**config.mk**
```make
export PLATFORM = sky130hd
export DESIGN_NAME = lkvs_ctrl
export DESIGN_NICKNAME = d
export VERILOG_FILES = /design/src/rtl/lkvs_pkg.sv /design/src/rtl/lkvs_ctrl.sv
export VERILOG_INCLUDE_DIRS = /design/src /design/src/rtl
export SDC_FILE = /design/constraint.sdc
export NUM_CORES = 1
export LEC_CHECK = 0
export BUFFER_PORTS_ARGS = -buffer_cell sky130_fd_sc_hd__buf_4
export CAP_MARGIN = 10
export CORE_AREA = 2 2 39 41
export DETAILED_ROUTE_END_ITERATION = 6
export DIE_AREA = 0 0 41 43
export PLACE_DENSITY = 0.45
export RECOVER_POWER = 100
export SKIP_LAST_GASP = 1
export SLEW_MARGIN = 10
export SYNTH_ARGS = -nofsm -noshare
export SYNTH_HDL_FRONTEND = slang
export SYNTH_SLANG_ARGS = --single-unit
```
**constraint.sdc**
```tcl
create_clock -name clk_i -period 1.7 [get_ports clk_i]
set_clock_uncertainty 0.15 [all_clocks]
set_input_delay 0.17 -clock clk_i [delete_from_list [all_inputs] [get_ports clk_i]]
set_output_delay 0.17 -clock clk_i [all_outputs]
set_load 0.05 [all_outputs]
```
**src/rtl/linear_key_value_store_top_macros.svh**
```systemverilog
// Assertion macros shared by the key/value store RTL.
// Included by every module that carries concurrent checks; no other dependency.
`ifndef LINEAR_KEY_VALUE_STORE_TOP_MACROS_SVH
`define LINEAR_KEY_VALUE_STORE_TOP_MACROS_SVH

`ifndef SYNTHESIS
// Check that is switched off while the reset is asserted.
`define LKVS_ASSERT(lbl, clk, rstn, prop) \
  lbl: assert property (@(posedge clk) disable iff (!rstn) prop) \
    else $error("lkvs check failed");
// Check that also holds while the reset is asserted.
`define LKVS_ASSERT_ALWAYS(lbl, clk, prop) \
  lbl: assert property (@(posedge clk) prop) \
    else $error("lkvs check failed");
`else
`define LKVS_ASSERT(lbl, clk, rstn, prop)
`define LKVS_ASSERT_ALWAYS(lbl, clk, prop)
`endif

`endif

```
**src/rtl/lkvs_pkg.sv**
```systemverilog
// Types and constants of the linear key/value store.
// Used by lkvs_ctrl, lkvs_dp and linear_key_value_store_top; depends on nothing.
package lkvs_pkg;

  localparam int KEY_W   = 16;
  localparam int VALUE_W = 32;
  localparam int OP_W    = 2;

  typedef logic [OP_W-1:0] op_t;

  localparam op_t OP_READ   = 2'd0;
  localparam op_t OP_WRITE  = 2'd1;
  localparam op_t OP_DELETE = 2'd2;
  localparam op_t OP_FORMAT = 2'd3;

  localparam logic [KEY_W-1:0]   KEY_EMPTY    = 16'h0000;
  localparam logic [KEY_W-1:0]   KEY_ERASED   = 16'hFFFF;
  localparam logic [VALUE_W-1:0] VALUE_ERASED = 32'hFFFF_FFFF;

  // Packed word widths, padded to whole bytes.
  localparam int IN_DATA_W  = 88;
  localparam int OUT_DATA_W = 40;

  // Commands from the controller.
  typedef struct packed {
    logic load;      // capture the accepted word
    logic erase;     // clearing pass: erase the entry at the counter
    logic scan_rd;   // read the entry at the counter for the scan
    logic commit;    // write back the chosen slot
    logic out_load;  // hand the result to the output register
  } cmd_t;

  // Status towards the controller.
  typedef struct packed {
    op_t  op;
    logic formatted;
    logic cnt_last;
  } sts_t;

  typedef struct packed {
    logic                      success;
    logic                      key_found;
    logic signed [VALUE_W-1:0] read_value;
  } res_t;

endpackage

```
**src/rtl/lkvs_ctrl.sv**
```systemverilog
// Sequencer of the linear key/value store: clearing pass, scan, write-back, hand-over.
// Depends on lkvs_pkg and linear_key_value_store_top_macros.svh.
`include "linear_key_value_store_top_macros.svh"

module lkvs_ctrl (
  input  logic          clk_i,
  input  logic          rst_ni,
  input  logic          in_valid_i,
  output logic          in_ready_o,
  input  logic          out_free_i,
  input  lkvs_pkg::sts_t sts_i,
  output lkvs_pkg::cmd_t cmd_o
);

  localparam logic [2:0] ST_CLEAR  = 3'd0;
  localparam logic [2:0] ST_IDLE   = 3'd1;
  localparam logic [2:0] ST_SCAN   = 3'd2;
  localparam logic [2:0] ST_DRAIN  = 3'd3;
  localparam logic [2:0] ST_COMMIT = 3'd4;
  localparam logic [2:0] ST_FINISH = 3'd5;

  logic [2:0] state_q, state_d;

  always_comb begin
    state_d    = state_q;
    cmd_o      = '0;
    in_ready_o = 1'b0;
    case (state_q)
      ST_CLEAR: begin
        cmd_o.erase = 1'b1;
        if (sts_i.cnt_last) begin
          state_d = ST_IDLE;
        end
      end
      ST_IDLE: begin
        in_ready_o = 1'b1;
        if (in_valid_i) begin
          cmd_o.load = 1'b1;
          state_d    = ST_SCAN;
        end
      end
      ST_SCAN: begin
        // Format, and anything before the first format, needs no scan.
        if (sts_i.op == lkvs_pkg::OP_FORMAT || !sts_i.formatted) begin
          state_d = ST_FINISH;
        end else begin
          cmd_o.scan_rd = 1'b1;
          if (sts_i.cnt_last) begin
            state_d = ST_DRAIN;
          end
        end
      end
      ST_DRAIN: begin
        if (sts_i.op == lkvs_pkg::OP_WRITE || sts_i.op == lkvs_pkg::OP_DELETE) begin
          state_d = ST_COMMIT;
        end else begin
          state_d = ST_FINISH;
        end
      end
      ST_COMMIT: begin
        cmd_o.commit = 1'b1;
        state_d      = ST_FINISH;
      end
      ST_FINISH: begin
        if (out_free_i) begin
          cmd_o.out_load = 1'b1;
          state_d        = ST_IDLE;
        end
      end
      default: begin
        state_d = ST_IDLE;
      end
    endcase
  end

  always_ff @(posedge clk_i or negedge rst_ni) begin
    if (!rst_ni) begin
      state_q <= ST_CLEAR;
    end else begin
      state_q <= state_d;
    end
  end

  `LKVS_ASSERT(a_commit_after_drain, clk_i, rst_ni, cmd_o.commit |-> $past(state_q) == ST_DRAIN)
  `LKVS_ASSERT(a_ready_after_handover, clk_i, rst_ni, $rose(in_ready_o) |-> $past(cmd_o.out_load || cmd_o.erase))

endmodule

```
==> results.md, run 1 <==
- The detailed router placed 239 vias in this run.
- The number of failing hold endpoints at the final stage was 0.
- Across every metal layer, demand over resource in global routing totals 9.137%.
- The register with the most flip-flops in the final layout is state_q.
- The areal power density over the cells is 1899 nW/µm².
- The mux cell area share after synthesis is 4.301%.
- The repair_antennas step left the layout with diodes totalling 0.
- The buffer type at the clock tree root is sky130_fd_sc_hd__clkbuf_4.
- The max-slew violation count was 0.
- The async set-or-reset flop fraction in the synthesized netlist is 100.0%.
- The leading register cell type out of synthesis is sky130_fd_sc_hd__dfrtp_1.
- The highest net fanout along the worst path is 8.
- In the post-route analysis, the smallest setup slack over all paths is 76.88 ps.
- The leakage power figure is 0.0001678 µW.
- The number of buffers created by CTS is 3.
- The aggregate global routing overflow is 0.
- The maximum count of clock buffers along a single path is 2.
- The share of the synthesized area in compound gates (AO/OA/AOI/OAI) is 10.75%.
- Counting flops with a built-in enable in the synthesized netlist gives 0.
- The largest registers in the layout are state_q: 3 flops.
- The antenna violation net count after detailed routing is 0.
- Timing analysis after detailed placement gives a worst setup slack of 186.9 ps.
- The number of violations of the max-capacitance limit is 0.
- The maximum frequency from static timing analysis is 616.1 MHz.
- The number of antenna violations at the first check in global routing came to 0.
- After synthesis the cells add up to 232.7 µm².
- After the last flow step, the layout net total stands at 50.
- The worst-case headroom to the max-slew limit is 77.66%.
- Of the post-synthesis cell area, the dominant cell type holds 32.26%.
- After synthesis, the netlist uses 18 different library cells.
- The cell count after synthesis came out at 23.
- The endpoint of the lowest-slack register-to-register path is state_q[1]$_DFFE_PN0P_.
- For this run, design rule violations remaining after detail routing come to 0.
- Including well taps, the total number of placed cells is 51.
- Setup repair after global routing left no endpoint under its margin.
- STA classifies the critical path startpoint as a register.
- The clock reaches the later pin of the worst-skew pair after 230 ps.
- The average instance in the mapped netlist occupies 10.12 µm².
- After floorplanning, the core was divided into 14 placement rows.
- Summing the areas of all and, or, nand and nor instances in the mapped netlist gives 45.16% of the synthesized area.
- Ranked by total cell area, the synthesized netlist is headed by sky130_fd_sc_hd__dfrtp_1 (32%), sky130_fd_sc_hd__nor3b_4 (8.1%), sky130_fd_sc_hd__nor4b_2 (6.5%), sky130_fd_sc_hd__ha_1 (5.4%), sky130_fd_sc_hd__nand2b_1 (5.4%).
- The number of global-route vias before repair is 271.
- After filler insertion, the fill cell instance count of the layout stands at 158.
- Summed over all layers, the routed wires come to 556 µm.
- The area growth from synthesis to layout is 67.20%.
- The synthesized design spends more area on one cell type than any other, namely sky130_fd_sc_hd__dfrtp_1.
- The I/O pin count is 14.
- The total die area is 1763 µm².
- Cells fill 28.12% of the core in the end.
- For the worst setup path, the data required time is 1380 ps.
- After clock tree synthesis, the clock-pin slew on the worst setup and hold paths is 40 ps.
- On the final layout, the worst hold slack is 98.76 ps.
- TritonCTS built the clock tree.
- In the final routed layout, each cell accounts on average for 9.929 µm.
- The tree built by TritonCTS fans out to 3 sinks.
- The clock period minus final worst setup slack is 1623 ps.
- After the flow finishes, the layout carries non-filler instances totaling 56.
- Of the available clock period, the critical path in the final layout requires 95.48%.
- In this run the register-to-register setup slack is 430 ps.
- The number of cells on the worst reg-to-reg path is 3.
- Entering global routing, the biggest net connects 10 pins.
- The post-DP HPWL is 449.5 µm.
- The worst hold path passes through 3 cells.
- The fraction of the yosys area taken by sequential cells is 32.26%.
- The startpoint identified for the worst hold timing path is sts_i[0].
- The warning count from the yosys run is 0.
- The first-pass GRT wire length is 1048 µm.
- The combinational family with the most area after synthesis is simple AND/OR/NAND/NOR gates.
- The worst hold path belongs to the class input pin to register.
- The number of input and output port buffers inserted is 13.
- Among all cell types in the netlist, the one instantiated most often is sky130_fd_sc_hd__dfrtp_1.
- The element type at the critical path end is an output port.
- Adding up every negative setup slack in the final design gives 0 ps.
- In the final layout, the share of cells above drive strength 1 is 55.00%.
- The worst setup path category is register to output port.
- The initial core utilization is 16.82%.
- The flow ran to the end, and the final reports show no timing, DRC or antenna violations.
- The path with the worst hold slack has its endpoint at state_q[0]$_DFFE_PN0P_.
- The post-synthesis share of cell area spent on full adders, half adders and majority gates is 5.376%.
- The register with the most flip-flops in the layout has 3 of them.
- The xor/xnor cell area share of the yosys netlist is 0%.
- The commonest cells after synthesis are sky130_fd_sc_hd__dfrtp_1 (3), sky130_fd_sc_hd__nand2b_1 (2), sky130_fd_sc_hd__nor2b_1 (2), sky130_fd_sc_hd__o21ai_0 (2).
- Setup violations remaining at the end of the flow were counted as 0.
- The number of buffers inserted by post-CTS setup repair is 0.
- At the pin with the least slew margin, the transition time is 326.6 ps.
- The average vias per placed instance is 4.268.
- The final estimated routing congestion in global placement is 0.7205.
- The pre-antenna-repair detailed-routing pass consisted of 2 iterations.
- The number of design-rule violations left by the first detailed-router iteration is 1.
- The standard cell core area is 1384 µm².
- Across the VDD grid, the largest voltage drop is 0.0004233 V.
- The worst register-to-register path begins at state_q[0]$_DFFE_PN0P_.
- Synthesis produced a netlist with a net count of 32.
- The chip height is 43 µm.
- In this run the number of H-tree levels came out at 1.
- In this run the horizontal extent of the chip is 41 µm.
- STA puts the critical path data arrival time at 1300 ps.
- The number of synthesized register bits is 3.
-- placed cells by master, fill, tap and decap left out --
| master | n |
|---|---|
| sky130_fd_sc_hd__and2_2 | 1 |
| sky130_fd_sc_hd__or2_1 | 1 |
| sky130_fd_sc_hd__nor2b_1 | 2 |
| sky130_fd_sc_hd__and2_4 | 1 |
| sky130_fd_sc_hd__nor3b_1 | 1 |
| sky130_fd_sc_hd__nand3b_1 | 1 |
| sky130_fd_sc_hd__o21ai_0 | 2 |
| sky130_fd_sc_hd__clkbuf_2 | 2 |
| sky130_fd_sc_hd__clkbuf_1 | 2 |
| sky130_fd_sc_hd__o22ai_1 | 1 |
| sky130_fd_sc_hd__nor3_2 | 1 |
| sky130_fd_sc_hd__nor3b_4 | 1 |
| sky130_fd_sc_hd__a2111oi_0 | 1 |
| sky130_fd_sc_hd__nand2b_1 | 2 |
| sky130_fd_sc_hd__nor2_1 | 1 |
| sky130_fd_sc_hd__dfrtp_2 | 2 |
| sky130_fd_sc_hd__ha_1 | 1 |
| sky130_fd_sc_hd__clkbuf_4 | 5 |
| sky130_fd_sc_hd__nor4b_4 | 1 |
| sky130_fd_sc_hd__buf_4 | 8 |
| sky130_fd_sc_hd__dfrtp_1 | 1 |
| sky130_fd_sc_hd__mux2i_1 | 1 |
| sky130_fd_sc_hd__dlygate4sd3_1 | 1 |
-- cell families (layout without fill, tap and decap cells) --
logic type      count (synthesis)  after routing
compound gates                  4              4
fa+ha+maj                       1              1
buf+inv                         1             18
flops                           3              3
mux                             1              1
simple gates                   13             13
-- cell type report --
type | instances | area (µm²) | area share (%)
repair buffers | 14 | 98.84 | 25.40
well taps | 16 | 20.02 | 5.145
flip-flops and latches | 3 | 77.57 | 19.94
multi-input cells | 19 | 166.4 | 42.77
clock buffers | 4 | 26.28 | 6.752
-- power breakdown --
group	leakage (µW)	internal, µW	switching, µW
Clock	0.0000150	87.9	35.9
Combinational	0.000118	163	255
Sequential	0.0000348	108	89.3
-- worst max path at each step --
stage | endpoint | slack, ps | start
after floorplan | state_q[1]$_DFFE_PN0P_ | -20 | state_q[2]$_DFFE_PN0P_
after global placement | cmd_o[2] | 220 | sts_i[2]
after detailed placement | cmd_o[2] | 190 | sts_i[2]
after CTS | cmd_o[4] | 4 | state_q[2]$_DFFE_PN0P_
after global routing | cmd_o[4] | 20 | state_q[2]$_DFFE_PN0P_
final | cmd_o[4] | 80 | state_q[2]$_DFFE_PN0P_
-- metrics by stage --
| step | total power (µW) | cell area (µm²) |
|---|---|---|
| after CTS | 766.5 | 395.4 |
| after global placement | 625.4 | 359.1 |
| after detailed placement | 634.9 | 359.1 |
| after floorplan | 513.3 | 246.5 |
| final | 738.9 | 389.1 |
| after global routing | 802.5 | 389.1 |
-- routing by layer --
layer  up-vias  global-route usage (%)  routed length (µm)
li1        119                       -                   -
met1       112                   9.325                 193
met4         0                   10.00                   0
met2         8                   14.69                 322
met3         0                       0                  40
met5         -                       0                   0
-- what timing repair did --
item,in CTS,in global routing
resized for setup,0,2
setup endpoints to repair,0,3
endpoints found under the hold margin,3,0
hold buffers,1,0
-- worst max-delay path: stages (launching register included) --
cell                      delay, ps
sky130_fd_sc_hd__dfrtp_2        480
sky130_fd_sc_hd__nor3b_4        240
sky130_fd_sc_hd__and2_4         170
sky130_fd_sc_hd__buf_4          190
No activity file was read; power rests on OpenSTA's default activity.
==> run 2: changes to the inputs <==
- CTS_BUF_LIST: not set -> sky130_fd_sc_hd__clkbuf_8
- GPL_ROUTABILITY_DRIVEN: not set -> 0
- clock period: 1.7 -> 1.55 ns (I/O delays scaled with it)
==> results.md, run 2 (synthesis results as in run 1) <==
- Result of the run: finished, final reports clean (unchanged).
- The detailed-route DRC error count came to 0 (unchanged).
- The average vias per placed instance is 4.270 (was 4.268).
- The number of violations of the max-capacitance limit is 0 (unchanged).
- The met2 usage is 13.13% (was 14.69%).
- The non-filler instance count after layout is 63 (was 56).
- The number of instances in the placed design came to 51 (unchanged).
- The number of design-rule violations left by the first detailed-router iteration is 5 (was 1).
- The worst-case headroom to the max-slew limit is 78.17% (was 77.66%).
- Commonest non-fill, non-tap cells in the layout: sky130_fd_sc_hd__buf_4 (14), sky130_fd_sc_hd__buf_6 (4), sky130_fd_sc_hd__clkbuf_8 (3), sky130_fd_sc_hd__dfrtp_2 (3) (was sky130_fd_sc_hd__buf_4 (8), sky130_fd_sc_hd__clkbuf_4 (5)).
- The met1 routing resource usage after global routing was 13.31% (was 9.325%).
- The total number of vias was 269 (was 239).
- The number of H-tree levels came to 1 (unchanged).
- The worst-path cell with the longest stage delay was sky130_fd_sc_hd__dfrtp_2 (unchanged).
- The detailed-routing iteration count for the pre-antenna-repair pass is 4 (was 2).
- The internal portion of total power is 612.6 µW (was 358.3 µW).
- The buffers plus inverters on the worst setup path is 1 (unchanged).
- The final instance area is 498.0 µm² (was 389.1 µm²).
- The floorplan row count came to 14 (unchanged).
- The placed cell area came to 365.4 µm² (was 359.1 µm²).
- The number of buffers created by CTS was 3 (unchanged).
- The commonest non-fill, non-tap cell in the layout is sky130_fd_sc_hd__buf_4 (unchanged).
- The element type at the critical path end was an output port (unchanged).
- The logic depth of the worst path, buffers included is 3 (unchanged).
- The fraction of final layout cells with drive strength greater than 1 is 65.96% (was 55.00%).
- The highest-utilization routing layer at the global route stage is met1 (was met2).
- The buffer type at the clock tree root was sky130_fd_sc_hd__clkbuf_8 (was sky130_fd_sc_hd__clkbuf_4).
- The overall global routing resource usage is 10.17% (was 9.137%).
- The number of global-route vias before repair is 282 (was 271).
- The number of failing hold endpoints at the final stage was 0 (unchanged).
- The first-pass GRT wire length is 1186 µm (was 1048 µm).
- The worst setup path category is register to output port (unchanged).
- The number of nets in the layout is 57 (was 50).
- The family with the most delay on the worst path is flip-flops (unchanged).
- The worst stage delay on the critical path is 450 ps (was 480 ps).
- The worst hold slack after final layout was 121.7 ps (was 98.76 ps).
- The number of input and output port buffers inserted is 13 (unchanged).
- Subtracting the final worst setup slack from the clock period gives 1508 ps.
- The antenna violation net count after detailed routing came to 0 (unchanged).
- The global routing usage on met3 is 3.141% (was 0%).
- The clock-pin slew of the registers on the worst-case setup and hold paths is 30 ps (was 40 ps).
- The startpoint kind of the worst setup timing path is a register (unchanged).
- Unrepaired setup endpoints after global routing: yes (was no).
- The highest net fanout along the worst path was 8 (unchanged).
- The total die area was 1763 µm² (unchanged).
- Regs by FF count: state_q: 3 flops (unchanged).
- Chain of cells forming the critical path: nor3b_4, and2_4, buf_6 (was nor3b_4, and2_4, buf_4).
- The total inserted antenna cells is 0 (unchanged).
- The most flop-heavy register is state_q (unchanged).
- The max-slew violation count is 0 (unchanged).
- The worst path uses 97.29% of the clock period.
- The slew at the pin closest to its max-slew limit is 319.2 ps (was 326.6 ps).
- The sequential fraction of design power came to 18.2% (was 26.6%).
- The largest net degree at the start of global routing was 10 (unchanged).
- The relative area change from synthesis to final layout is 114.0% (was 67.20%).
- The part of the power in the clock network came to 20.0% (was 16.8%).
- The maximum vdd drop is 0.0005427 V (was 0.0004233 V).
- The switching power is 472.5 µW (was 380.6 µW).
- The clock sink total is 3 (unchanged).
- The die outline width is 41 µm (unchanged).
- The chip height was 43 µm (unchanged).
- The aggregate global routing overflow is 0 (unchanged).
- The CTS tree is yes (unchanged).
- The maximum count of clock buffers along a single path is 2 (unchanged).
- The class of the worst hold path is input pin to register (unchanged).
- The number of antenna violations at the first check in global routing is 0 (unchanged).
- The endpoint required time on the critical path is 1240 ps (was 1380 ps).
- The leakage power figure was 0.0002267 µW (was 0.0001678 µW).
- The standard cell core area was 1384 µm² (unchanged).
- The average detailed-routed wire length per instance is 10.29 µm (was 9.929 µm).
- The part of the total power dissipated in combinational logic is 61.8% (was 56.6%).
- The arrival time of the worst setup path came to 1200 ps (was 1300 ps).
- The length in cells of the worst reg-to-reg path is 3 (unchanged).
- The final wirelength is 648 µm (was 556 µm).
- The number of setup violations in the final report is 0 (unchanged).
- The initial core utilization came to 16.82% (unchanged).
- The flip-flop count of the largest register, all copies and words added was 3 (unchanged).
- Timing would allow up to 663.1 MHz.
- The clock latency on the worst-skew pair is 210 ps (was 230 ps).
- The I/O pin count is 14 (unchanged).
- The post-DP HPWL is 423.5 µm (was 449.5 µm).
- The cell depth of the worst min-delay path is 3 (unchanged).
- The areal power density over the cells is 2179 nW/µm² (was 1899 nW/µm²).
- The switching power share of the total is 43.54% (was 51.51%).
run 2: cell count changes in the layout (fill, tap and decap cells not counted), moves of 2 or more:
cell                       change
sky130_fd_sc_hd__clkbuf_8      +3
sky130_fd_sc_hd__clkbuf_2      -2
sky130_fd_sc_hd__buf_4         +6
sky130_fd_sc_hd__buf_6         +4
sky130_fd_sc_hd__clkbuf_4      -5
run 2: layout make-up:
| class | count | area (µm²) |
|---|---|---|
| clock buffer | 3 | 41.29 |
| clock inverter | 1 | 3.754 |
| fill | 151 | 885.9 |
| multi-input combinational | 19 | 177.7 |
| sequential | 3 | 78.83 |
| tap | 16 | 20.02 |
| timing repair buffer | 21 | 176.4 |
run 2: per-stage QoR:
step	setup WS [ps]	setup TNS [ps]	utilization [%]	total power [µW]
after CTS	20.51	0	33.00	1006
after floorplan	-130.1	-232.0	-	589.5
after global routing	-17.74	-19.04	35.99	1160
final	41.96	0	35.99	1085
after detailed placement	47.75	0	26.40	702.0
after global placement	76.74	0	26.40	703.4
run 2: worst register-to-register path: cells and delay by family (launching register included):
kind / cells / cell delay, ps
AO/OA/AOI/OAI: 2 / 470
buffers and inverters: 1 / 160
flip-flops: 1 / 450
run 2: final timing paths:
path	startpoint	endpoint	slack, ps
setup / recovery	state_q[1]$_DFFE_PN0P_	cmd_o[4]	40
hold / removal	sts_i[0]	state_q[0]$_DFFE_PN0P_	120
setup reg to reg	state_q[2]$_DFFE_PN0P_	state_q[0]$_DFFE_PN0P_	180
hold reg to reg	state_q[1]$_DFFE_PN0P_	state_q[2]$_DFFE_PN0P_	520
max in group asynchronous	rst_ni	state_q[0]$_DFFE_PN0P_	960
min in group asynchronous	rst_ni	state_q[2]$_DFFE_PN0P_	130
run 2: power groups by stage:
| stage | clock, µW | sequential (µW) | combinational (µW) |
|---|---|---|---|
| global placement | 0 | 220 | 483 |
| CTS | 223 | 208 | 575 |
| global route | 232 | 206 | 722 |
| finish | 217 | 197 | 671 |
| floorplan | 0 | 171 | 419 |
| detailed placement | 0 | 217 | 485 |
run 2: timing repair:
item	CTS	global route
pin swaps	0	1
hold buffers	1	0
setup endpoints to repair	4	5
buffers inserted	4	3
hold endpoints to repair	3	0
resized for setup	3	4
run 2: per-layer routing:
layer	vias up	part of all wire (%)
met2	8	51
li1	130	-
met4	0	0
met5	-	0
met3	0	5.6
met1	131	44
==> run 3: changes to the inputs <==
- PLACE_DENSITY: 0.45 -> not set
- PLACE_DENSITY_LB_ADDON: not set -> 0.25
- SKIP_LAST_GASP: 1 -> not set
==> results.md, run 3 (synthesis results as in run 1) <==
- The number of design-rule violations left by the first detailed-router iteration is 5 (unchanged).
- The clock period minus final worst setup slack came to 1510 ps (was 1508 ps).
- The total inserted antenna cells came to 0 (unchanged).
- The number of failing hold endpoints at the final stage is 0 (unchanged).
- The number of input and output port buffers inserted was 13 (unchanged).
- The post-route total power is 1017 µW (was 1085 µW).
- The max-slew violation count is 0 (unchanged).
- The final wirelength is 637 µm (was 648 µm).
- The relative area change from synthesis to final layout is 100.0% (was 114.0%).
- The clock-pin slew of the registers on the worst-case setup and hold paths was 30 ps (about the same).
- The commonest non-fill, non-tap cell in the layout is sky130_fd_sc_hd__buf_4 (unchanged).
- The initial core utilization came to 16.82% (unchanged).
- The overall global routing resource usage is 9.347% (was 10.17%).
- The origin of the worst setup path is state_q[2]$_DFFE_PN0P_ (was state_q[1]$_DFFE_PN0P_).
- The average detailed-routed wire length per instance is 10.44 µm (was 10.29 µm).
- The number of setup violations in the final report is 0 (unchanged).
- The chip height is 43 µm (unchanged).
- The I/O pin count is 14 (unchanged).
- The leakage power figure is 0.0002077 µW (was 0.0002267 µW).
- The maximum vdd drop is 0.0004861 V (was 0.0005427 V).
- The detailed-route DRC error count is 0 (unchanged).
- The fraction of final layout cells with drive strength greater than 1 was 66.67% (was 65.96%).
- The final standard cell utilization of the core is 33.63% (was 35.99%).
- The endpoint of the lowest-slack register-to-register path is state_q[0]$_DFFE_PN0P_ (unchanged).
- The number of H-tree levels is 1 (unchanged).
- The worst setup path category is register to output port (unchanged).
- The number of buffers created by CTS came to 3 (unchanged).
- The arrival time of the worst setup path came to 1210 ps (was 1200 ps).
- The maximum frequency from static timing analysis is 662.1 MHz (was 663.1 MHz).
- The standard cell core area came to 1384 µm² (unchanged).
- The floorplan row count is 14 (unchanged).
- The number of antenna violations at the first check in global routing is 0 (unchanged).
- The number of global-route vias before repair is 265 (was 282).
- The filler cell count is 152 (was 151).
- Unrepaired setup endpoints after global routing: no (was yes).
- The highest net fanout along the worst path is 5 (was 8).
- The startpoint kind of the worst setup timing path is a register (unchanged).
- The buffer type at the clock tree root is sky130_fd_sc_hd__clkbuf_8 (unchanged).
- Result of the run: finished, final reports clean (unchanged).
- The areal power density over the cells is 2185 nW/µm² (was 2179 nW/µm²).
- The worst hold slack after final layout came to 116.3 ps (was 121.7 ps).
- Commonest non-fill, non-tap cells in the layout: sky130_fd_sc_hd__buf_4 (13), sky130_fd_sc_hd__clkbuf_8 (3), sky130_fd_sc_hd__buf_6 (3), sky130_fd_sc_hd__dfrtp_2 (3) (was sky130_fd_sc_hd__buf_4 (14), sky130_fd_sc_hd__buf_6 (4), sky130_fd_sc_hd__clkbuf_8 (3), sky130_fd_sc_hd__dfrtp_2 (3)).
- The detailed-routing iteration count for the pre-antenna-repair pass is 2 (was 4).
- The length in cells of the worst reg-to-reg path was 3 (unchanged).
- The endpoint required time on the critical path is 1240 ps (about the same).
- The most flop-heavy register is state_q (unchanged).
- The switching power is 458.8 µW (was 472.5 µW).
- The last element of the critical path is cmd_o[2] (was cmd_o[4]).
- The part of the power in the clock network is 22.0% (was 20.0%).
- The number of violations of the max-capacitance limit is 0 (unchanged).
- The internal portion of total power is 558.2 µW (was 612.6 µW).
- The launch instance of the worst register-to-register path is state_q[2]$_DFFE_PN0P_ (unchanged).
- The post-DP HPWL was 421 µm (was 423.5 µm).
- The die outline width is 41 µm (unchanged).
- The aggregate global routing overflow is 0 (unchanged).
- The flip-flop count of the largest register, all copies and words added came to 3 (unchanged).
- The final period utilization is 97.44% (was 97.29%).
- The largest net degree at the start of global routing is 9 (was 10).
- The class of the worst hold path is input pin to async pin (was input pin to register).
- The average vias per placed instance was 4.148 (was 4.270).
- The number of nets in the layout is 55 (was 57).
- The reg2reg setup slack is 150 ps (was 180 ps).
- The total die area is 1763 µm² (unchanged).
- The antenna violation net count after detailed routing is 0 (unchanged).
- Regs by FF count: state_q: 3 flops (unchanged).
- The element type at the critical path end is an output port (unchanged).
- The slew at the pin closest to its max-slew limit came to 321.2 ps (was 319.2 ps).
- The CTS tree is yes (unchanged).
- The sequential fraction of design power is 19.5% (was 18.2%).
- The maximum count of clock buffers along a single path was 2 (unchanged).
- The clock latency on the worst-skew pair was 220 ps (was 210 ps).
- The total number of vias is 253 (was 269).
- The clock sink total is 3 (unchanged).
- The worst-case headroom to the max-slew limit was 78.03% (was 78.17%).
- The part of the total power dissipated in combinational logic is 58.5% (was 61.8%).
- The first-pass GRT wire length was 1104 µm (was 1186 µm).
- The switching power share of the total is 45.11% (was 43.54%).
-- run 3: cell types whose count changed in the layout (fill, tap and decap cells not counted) --
cell and delta:
sky130_fd_sc_hd__nor3_4 -1, sky130_fd_sc_hd__buf_2 +1, sky130_fd_sc_hd__buf_4 -1, sky130_fd_sc_hd__nor3_2 +1, sky130_fd_sc_hd__buf_6 -1, sky130_fd_sc_hd__dlymetal6s2s_1 -1
-- run 3: stage by stage --
| step | TNS, ps | std cells | worst slack (ps) | instance area [µm²] |
|---|---|---|---|---|
| floorplan | -232.0 | 23 | -130.1 | 259.0 |
| detailed placement | 0 | 51 | 89.51 | 365.4 |
| CTS | 0 | 59 | 22.66 | 449.2 |
| global placement | 0 | 51 | 84.12 | 365.4 |
| finish | 0 | 61 | 39.67 | 465.4 |
| global route | 0 | 61 | 1.882 | 465.4 |
-- run 3: critical path, stage by stage (launching register included) --
cell	delay [ps]
sky130_fd_sc_hd__dfrtp_2	460
sky130_fd_sc_hd__nor4b_4	330
sky130_fd_sc_hd__buf_6	200
-- run 3: power by group through the flow --
stage          logic (µW)  registers [µW]  clock network, µW
2_1_floorplan         419             171                  0
3_3_place_gp          483             219                  0
3_5_place_dp          483             217                  0
4_1_cts               571             199                228
5_1_grt               637             206                236
6_report              595             198                224
-- run 3: worst min-delay path by stage --
stage                     slack, ps  cells past startpoint                     end
after detailed placement       -200                      1  state_q[2]$_DFFE_PN0P_
after floorplan                -290                      0  state_q[0]$_DFFE_PN0P_
final                           120                      2  state_q[1]$_DFFE_PN0P_
after CTS                       110                      2  state_q[0]$_DFFE_PN0P_
after global placement         -210                      1  state_q[1]$_DFFE_PN0P_
after global routing            120                      3  state_q[2]$_DFFE_PN0P_
-- run 3: cell type report --
| type | count | area, µm² | share of cell area [%] |
|---|---|---|---|
| multi-input combinational | 19 | 171.4 | 36.83 |
| timing repair buffer | 19 | 150.1 | 32.26 |
| sequential | 3 | 78.83 | 16.94 |
| tap | 16 | 20.02 | 4.301 |
| clock inverter | 1 | 3.754 | 0.8065 |
| clock buffer | 3 | 41.29 | 8.871 |
-- run 3: repair_timing --
action                                  4_1_cts  5_1_grt
endpoints found under the setup margin        4        4
endpoints found under the hold margin         3        0
resized for setup                             3        2
hold buffers                                  1        0
setup buffers                                 3        2
-- run 3: routing by layer --
layer  GRT usage, %  routed length (µm)  share of wire [%]
met3          1.571                  41                6.4
met4          8.000                  13                2.0
met1          11.61                 261                 41
met2          13.13                 320                 50
met5              0                   0                  0
